`src/hdl/yuy2rgb_pkg.sv`:
```
`timescale 1ns / 1ps

package yuy2rgb_pkg;

    // Line store depth default, in pixel pairs
    localparam int MAX_PAIRS_DEF = 1024;

    // Configuration register
    localparam int            PPL_W      = 11;
    localparam logic [10:0]   PPL_RESET  = 11'd320;
    localparam int            APB_ADDR_W = 3;
    localparam int            APB_DATA_W = 32;
    localparam logic [0:0]    REG_PAIRS_PER_LINE = 1'b0;

    // Stream word widths
    localparam int S_DATA_W = 32;
    localparam int M_DATA_W = 48;
    localparam int CHROMA_W = 16;

    // BT.601 studio-range coefficients, Q16
    localparam logic signed [18:0] K_Y  = 19'sd76310;
    localparam logic signed [18:0] K_RV = 19'sd104595;
    localparam logic signed [18:0] K_GU = 19'sd25677;
    localparam logic signed [18:0] K_GV = 19'sd53281;
    localparam logic signed [18:0] K_BU = 19'sd132199;

    // Product and sum widths (all sums stay well inside 2^28)
    localparam int PROD_W = 28;
    localparam int SUM_W  = 29;

    typedef struct packed {
        logic [7:0] red;
        logic [7:0] green;
        logic [7:0] blue;
    } t_rgb;

    typedef struct packed {
        logic en_mul;
        logic en_clip;
    } t_lane_ctrl;

    // Q16 sum -> 0..255: negative clips to 0, overflow clips to 255
    function automatic logic [7:0] clip_q16(input logic signed [SUM_W-1:0] sum);
        logic [7:0] res;
        if (sum[SUM_W-1]) begin
            res = 8'd0;
        end else if (|sum[SUM_W-2:24]) begin
            res = 8'd255;
        end else begin
            res = sum[23:16];
        end
        return res;
    endfunction

endpackage

```
`src/hdl/yuy2rgb_lane.sv`:
```
`timescale 1ns / 1ps

module yuy2rgb_lane (
    input  logic                    i_clk,
    input  yuy2rgb_pkg::t_lane_ctrl i_ctrl,
    input  logic [7:0]              i_luma,
    input  logic [7:0]              i_cb,
    input  logic [7:0]              i_cr,
    output yuy2rgb_pkg::t_rgb       o_rgb
);

    logic signed [9:0] w_ydiff;
    logic signed [8:0] w_cbd;
    logic signed [8:0] w_crd;

    logic signed [yuy2rgb_pkg::PROD_W-1:0] r_yy, r_rv, r_gu, r_gv, r_bu;
    logic signed [yuy2rgb_pkg::SUM_W-1:0]  w_sum_r, w_sum_g, w_sum_b;
    yuy2rgb_pkg::t_rgb                     r_rgb;

    // offset removal
    assign w_ydiff = $signed({2'b00, i_luma}) - 10'sd16;
    assign w_cbd   = $signed({1'b0, i_cb}) - 9'sd128;
    assign w_crd   = $signed({1'b0, i_cr}) - 9'sd128;

    // stage A: coefficient products
    always_ff @(posedge i_clk) begin
        if (i_ctrl.en_mul) begin
            r_yy <= yuy2rgb_pkg::PROD_W'(yuy2rgb_pkg::K_Y)  * yuy2rgb_pkg::PROD_W'(w_ydiff);
            r_rv <= yuy2rgb_pkg::PROD_W'(yuy2rgb_pkg::K_RV) * yuy2rgb_pkg::PROD_W'(w_crd);
            r_gu <= yuy2rgb_pkg::PROD_W'(yuy2rgb_pkg::K_GU) * yuy2rgb_pkg::PROD_W'(w_cbd);
            r_gv <= yuy2rgb_pkg::PROD_W'(yuy2rgb_pkg::K_GV) * yuy2rgb_pkg::PROD_W'(w_crd);
            r_bu <= yuy2rgb_pkg::PROD_W'(yuy2rgb_pkg::K_BU) * yuy2rgb_pkg::PROD_W'(w_cbd);
        end
    end

    // stage B: sums, shift and clip
    assign w_sum_r = yuy2rgb_pkg::SUM_W'(r_yy) + yuy2rgb_pkg::SUM_W'(r_rv);
    assign w_sum_g = yuy2rgb_pkg::SUM_W'(r_yy) - yuy2rgb_pkg::SUM_W'(r_gu)
                   - yuy2rgb_pkg::SUM_W'(r_gv);
    assign w_sum_b = yuy2rgb_pkg::SUM_W'(r_yy) + yuy2rgb_pkg::SUM_W'(r_bu);

    always_ff @(posedge i_clk) begin
        if (i_ctrl.en_clip) begin
            r_rgb.red   <= yuy2rgb_pkg::clip_q16(w_sum_r);
            r_rgb.green <= yuy2rgb_pkg::clip_q16(w_sum_g);
            r_rgb.blue  <= yuy2rgb_pkg::clip_q16(w_sum_b);
        end
    end

    assign o_rgb = r_rgb;

endmodule

```
`config.mk`:
```
export PLATFORM = sky130hd
export DESIGN_NAME = yuy2rgb_lane
export DESIGN_NICKNAME = d
export VERILOG_FILES = /design/src/hdl/yuy2rgb_pkg.sv /design/src/hdl/yuy2rgb_lane.sv
export SDC_FILE = /design/constraint.sdc
export NUM_CORES = 1
export LEC_CHECK = 0
export ABC_AREA = 1
export BUFFER_PORTS_ARGS = -buffer_cell sky130_fd_sc_hd__buf_4
export CAP_MARGIN = 20
export CORE_UTILIZATION = 35
export CTS_CLUSTER_DIAMETER = 50
export DETAILED_ROUTE_END_ITERATION = 12
export HOLD_SLACK_MARGIN = 0.15
export MAX_ROUTING_LAYER = met4
export PLACE_DENSITY = 0.61
export SYNTH_ARGS = -nofsm -noshare
export SYNTH_HDL_FRONTEND = slang
export SYNTH_SLANG_ARGS = --single-unit
```
`constraint.sdc`:
```
create_clock -name i_clk -period 13.15 [get_ports i_clk]
set_clock_uncertainty 0.1 [all_clocks]
set_input_delay 2.63 -clock i_clk [delete_from_list [all_inputs] [get_ports i_clk]]
set_output_delay 2.63 -clock i_clk [all_outputs]
set_load 0.02 [all_outputs]
```
-- After elaboration in Yosys (flattened, before gate mapping)
Cells that the tools add are included.
- reductions and logical operators: 3
- muxes and demuxes: 3
- add/sub/neg operators: 7
- multipliers: 5
- operators by type and width (operator ; count):
    $mul A17 B9 Y26 const A ; 2
    $add A27 B28 Y29 ; 1
    $sub A28 B26 Y29 ; 1
    $add A27 B27 Y28 ; 1
    $mul A19 B9 Y28 const A ; 1
    $sub A27 B25 Y28 ; 1
    $mul A18 B9 Y27 const A ; 1
    $mul A16 B9 Y25 const A ; 1
    $mux W8 ; 3
    $sub A8 B8 Y9 const B ; 2
    $reduce_or A4 Y1 ; 3
    $sub A8 B5 Y9 const B ; 1
- register bits after elaboration: 156
- word-level logic and storage cells: 26
- output and inout bits: 24
- input bits: 27

-- Depth between registers and ports, before layout
- depth after elaboration: 4
- gate-level depth with buffers: 23
- mapped depth without buffers: 23

-- Least setup slack after synthesis
No wires, ideal clock.
- path type: in2reg
- start point: input i_luma[4]
- end point: register r_yy[25] in the netlist's numbering, data pin
- library setup time: 0.281 ns
- stages: 20
- required time: 12.769 ns
- path slack: 5.696 ns
- data arrival time: 7.073 ns
- path buffers: 0
- path through: inv_1 ha_1 inv_1 or2_2 nor2_1 ha_1 fa_1 fa_1 inv_1 fa_1 inv_1 ha_1 ha_1 a21oi_1 o21ai_0 a21oi_1 nand2_1 nand2_1 nand2_1 xor2_1
- word-level cells in the longest chain between the ends: 2
- RTL lines (element ; RTL line ; text):
    start, declared ; yuy2rgb_lane.sv:6 ; input logic [7:0] i_luma,
    $sub A8 B5 Y9 ; yuy2rgb_lane.sv:21 ; assign w_ydiff = $signed({2'b00, i_luma}) - 10'sd16;
    $mul A17 B9 Y26 ; yuy2rgb_lane.sv:28 ; r_yy <= yuy2rgb_pkg::PROD_W'(yuy2rgb_pkg::K_Y) * yuy2rgb_pkg::PROD_W'(w_ydiff);
    end signal, assigned ; yuy2rgb_lane.sv:28 ;
    end, declared ; yuy2rgb_lane.sv:16 ; logic signed [yuy2rgb_pkg::PROD_W-1:0] r_yy, r_rv, r_gu, r_gv, r_bu;
Every way passes these cells.
A chain may end at the register's enable or synchronous reset.

-- Worst setup path in the final report
Ends and elaborated chain as after synthesis.

==> flow_metrics.env <==
export IMPL_yosys_most_used_dff="edfxtp_1"
export IMPL_ys_types=47
export IMPL_grt_pass1_vias=16700
export IMPL_ir_drop_uv=117
export IMPL_max_stage_delay_ps=600
export IMPL_grt_pass1_wl_um=87700
export IMPL_final_max_slew_viol_count=0
export IMPL_synth_top_area_share_pct=26.4
export IMPL_p_per_area_nw_per_um2=220
export IMPL_cts_tree="built"
export IMPL_finalCriticalPeriod_ps=7650
export IMPL_relSlewSlack_pct=41.5
export IMPL_status="complete, no violations"
export IMPL_cts_setup_buffers=0
export IMPL_placed_cells=3542
export IMPL_synth_async_reset_ratio_pct=0
export IMPL_cp_buffers_inverters=5
export IMPL_p_comb_share_pct=71.8
export IMPL_power_switching_mw=2.85
export IMPL_die_x_um=251
export IMPL_synth_seq_cells=154
export IMPL_yosysTopAreaCell="ha_1"
export IMPL_antennaDiodeCount=0
export IMPL_drc=0
export IMPL_wl_per_cell_um=15.3
export IMPL_die_h_um=251
export IMPL_cts_resized_gates=0
export IMPL_synth_area_um2=21700
export IMPL_arrival_ps=7710
export IMPL_rows=90
export IMPL_core_area_um2=60800
export IMPL_endpoint_kind="register"
export IMPL_drive_gt1_share_pct=4.73
export IMPL_root_buffer="clkbuf_16"
export IMPL_cp_cell_sequence="buf_4 > inv_1 > ha_1 > inv_1 > or2_2 > nor2_1 > ha_1 > fa_1 > fa_1 > inv_1 > fa_1 > inv_1 > ha_1 > ha_1 > a21oi_1 > o21ai_0 > a21oi_1 > nand2_1 > nand2_1 > nand2_1 > xor2_1"
export IMPL_holdBufCountCts=0
export IMPL_hold_viol_final=0
export IMPL_firstDrtPassIters=7
export IMPL_routed_wl_um=54800
export IMPL_port_buffers=50
export IMPL_syn_area_per_cell_um2=8.02
export IMPL_clock_sinks=154
export IMPL_tightest_slew_ps=877
export IMPL_io_pins=51
export IMPL_seq_area_frac_synth_pct=21.3
export IMPL_grt_overflow=0
export IMPL_fin_cells=3574
export IMPL_place_congestion=0.938
export IMPL_p_leak_nw=12.7
export IMPL_cts_max_path_buffers=2
export IMPL_syn2layout_area_growth_pct=8.97
export IMPL_ys_warnings_count=0
export IMPL_min_path_type="reg -> reg"
export IMPL_routed_via_density=4.85
export IMPL_cts_max_level=4
export IMPL_insertion_delay_ps=440
export IMPL_crit_path_start_kind="input port"
export IMPL_layout_commonest_cell="nand2_1"
export IMPL_finalCritPeriodShare_pct=58.2
export IMPL_synth_edf_count=154
export IMPL_power_mw=5.21
export IMPL_path_max_fanout=8
export IMPL_grt_max_degree=68
export IMPL_grt_usage_pct=18.3
export IMPL_fmax_ghz=0.131
export IMPL_via_count=17300
export IMPL_fin_nets=3383
export IMPL_switching_share_pct=54.6
export IMPL_mostFrequentLayoutCells="616 x nand2_1, 561 x inv_1, 459 x ha_1, 188 x nor2_1, 154 x edfxtp_1"
export IMPL_slowest_stage="nor2_1"
export IMPL_drtAntennaViolNets=0
export IMPL_path_delay_family="adder cells"
export IMPL_setup_viol=0
export IMPL_dp_hpwl_um=46300
export IMPL_rsz0062_at_grt="no"
export IMPL_p_seq_share_pct=18.9
export IMPL_drv_cap=0
export IMPL_cts_reportedPaths_clkPinSlew_ps=70
export IMPL_dpl_worst_slack_ps=4990
export IMPL_start_util_pct=35.7
export IMPL_internal_power_mw=2.36
export IMPL_critPathKind="in -> reg"
export IMPL_antenna_found_initial=0
export IMPL_clock_power_share_pct=9.3
export IMPL_synthesis_nets=3312
export IMPL_design_die_area_um2=63100
export IMPL_worstPathRequired_ps=13210
export IMPL_tns_ps=0
export IMPL_cts_buffers=17
export IMPL_hold_ws_ps=782
export IMPL_synth_area_top_cells="ha_1 26%, edfxtp_1 21%, fa_1 11%"
export IMPL_syn_inst=2708
export IMPL_setup_ws_ps=5500
export IMPL_drt_iter0_drc=1063
cell type report:
cell class / instances / area (um^2)
fill: 6296 / 37100
multi-input combinational: 1988 / 15000
sequential: 154 / 4620
inverter: 566 / 2120
tap: 782 / 978
clock buffer: 17 / 425
timing repair buffer: 52 / 390
clock inverter: 15 / 154
worst paths after layout:
check / depth (start not counted) / startpoint / slack [ps] / endpoint
setup / recovery: 21 / i_luma[4] / 5500 / r_yy[25]
hold reg to reg: 5 / r_bu[16] / 780 / o_rgb[0]
setup reg to reg: 14 / r_yy[18] / 9820 / o_rgb[11]
hold / removal: 5 / r_bu[16] / 780 / o_rgb[0]
per-stage QoR:
| stage | cell area [um^2] | util (%) |
|---|---|---|
| after global routing | 23700 | 38.9 |
| after floorplan | 21700 | - |
| after global placement | 23100 | 38.0 |
| after CTS | 23700 | 38.9 |
| final | 23700 | 38.9 |
| after detailed placement | 23100 | 38.0 |
registers in the layout (all words and copies together), names as in the netlist:
signal	cells
r_gv	25
r_rv	27
r_yy	26
o_rgb	24
r_gu	25
r_bu	27
cell families (layout without fill, tap and decap cells):
group	Yosys count	after routing	share of synthesized area, %
AND/OR/NAND/NOR	1028	1028	20.1
adder cells (fa/ha/maj)	577	577	37.3
buffers and inverters	566	650	9.78
AO/OA/AOI/OAI	273	273	6.99
flip-flops	154	154	21.3
XOR/XNOR	110	110	4.52
power groups by stage:
stage,Clock [mW],Combinational (mW),Sequential [mW]
floorplan,0,2.74,0.906
global placement,0,3.70,0.993
detailed placement,0,3.70,0.993
CTS,0.497,3.73,0.985
global route,0.511,4.26,0.994
finish,0.486,3.74,0.984
Yosys cell counts, drive strengths merged, types with 6 or more instances:
cell    number
nand3      121
nor4         6
nor3        23
nor2       200
a21oi      144
a21o        11
edfxtp     154
o21a         6
nand2      626
a31oi        7
o21ai       73
xnor2       30
nand4       35
xor2        80
ha         459
inv        566
fa         118
o211ai       6
o21bai      11
nor3b        7
layer usage:
| metal | global-route usage (%) | part of all wire, % | vias to the layer above |
|---|---|---|---|
| li1 | - | - | 8917 |
| met1 | 25.5 | 50 | 7991 |
| met2 | 28.4 | 44 | 363 |
| met3 | 1.72 | 4.2 | 55 |
| met4 | 4.44 | 2.2 | 0 |
| met5 | - | 0 | - |
worst register-to-register path: cells and delay by family, from the launching register on:
family | cells | cell delay [ps]
adders and majority gates | 2 | 950
and+or+nand+nor | 8 | 830
DFF | 1 | 640
AOI/OAI and AO/OA | 2 | 440
buffers and inverters | 2 | 120
(Power assumes the default switching activity.)
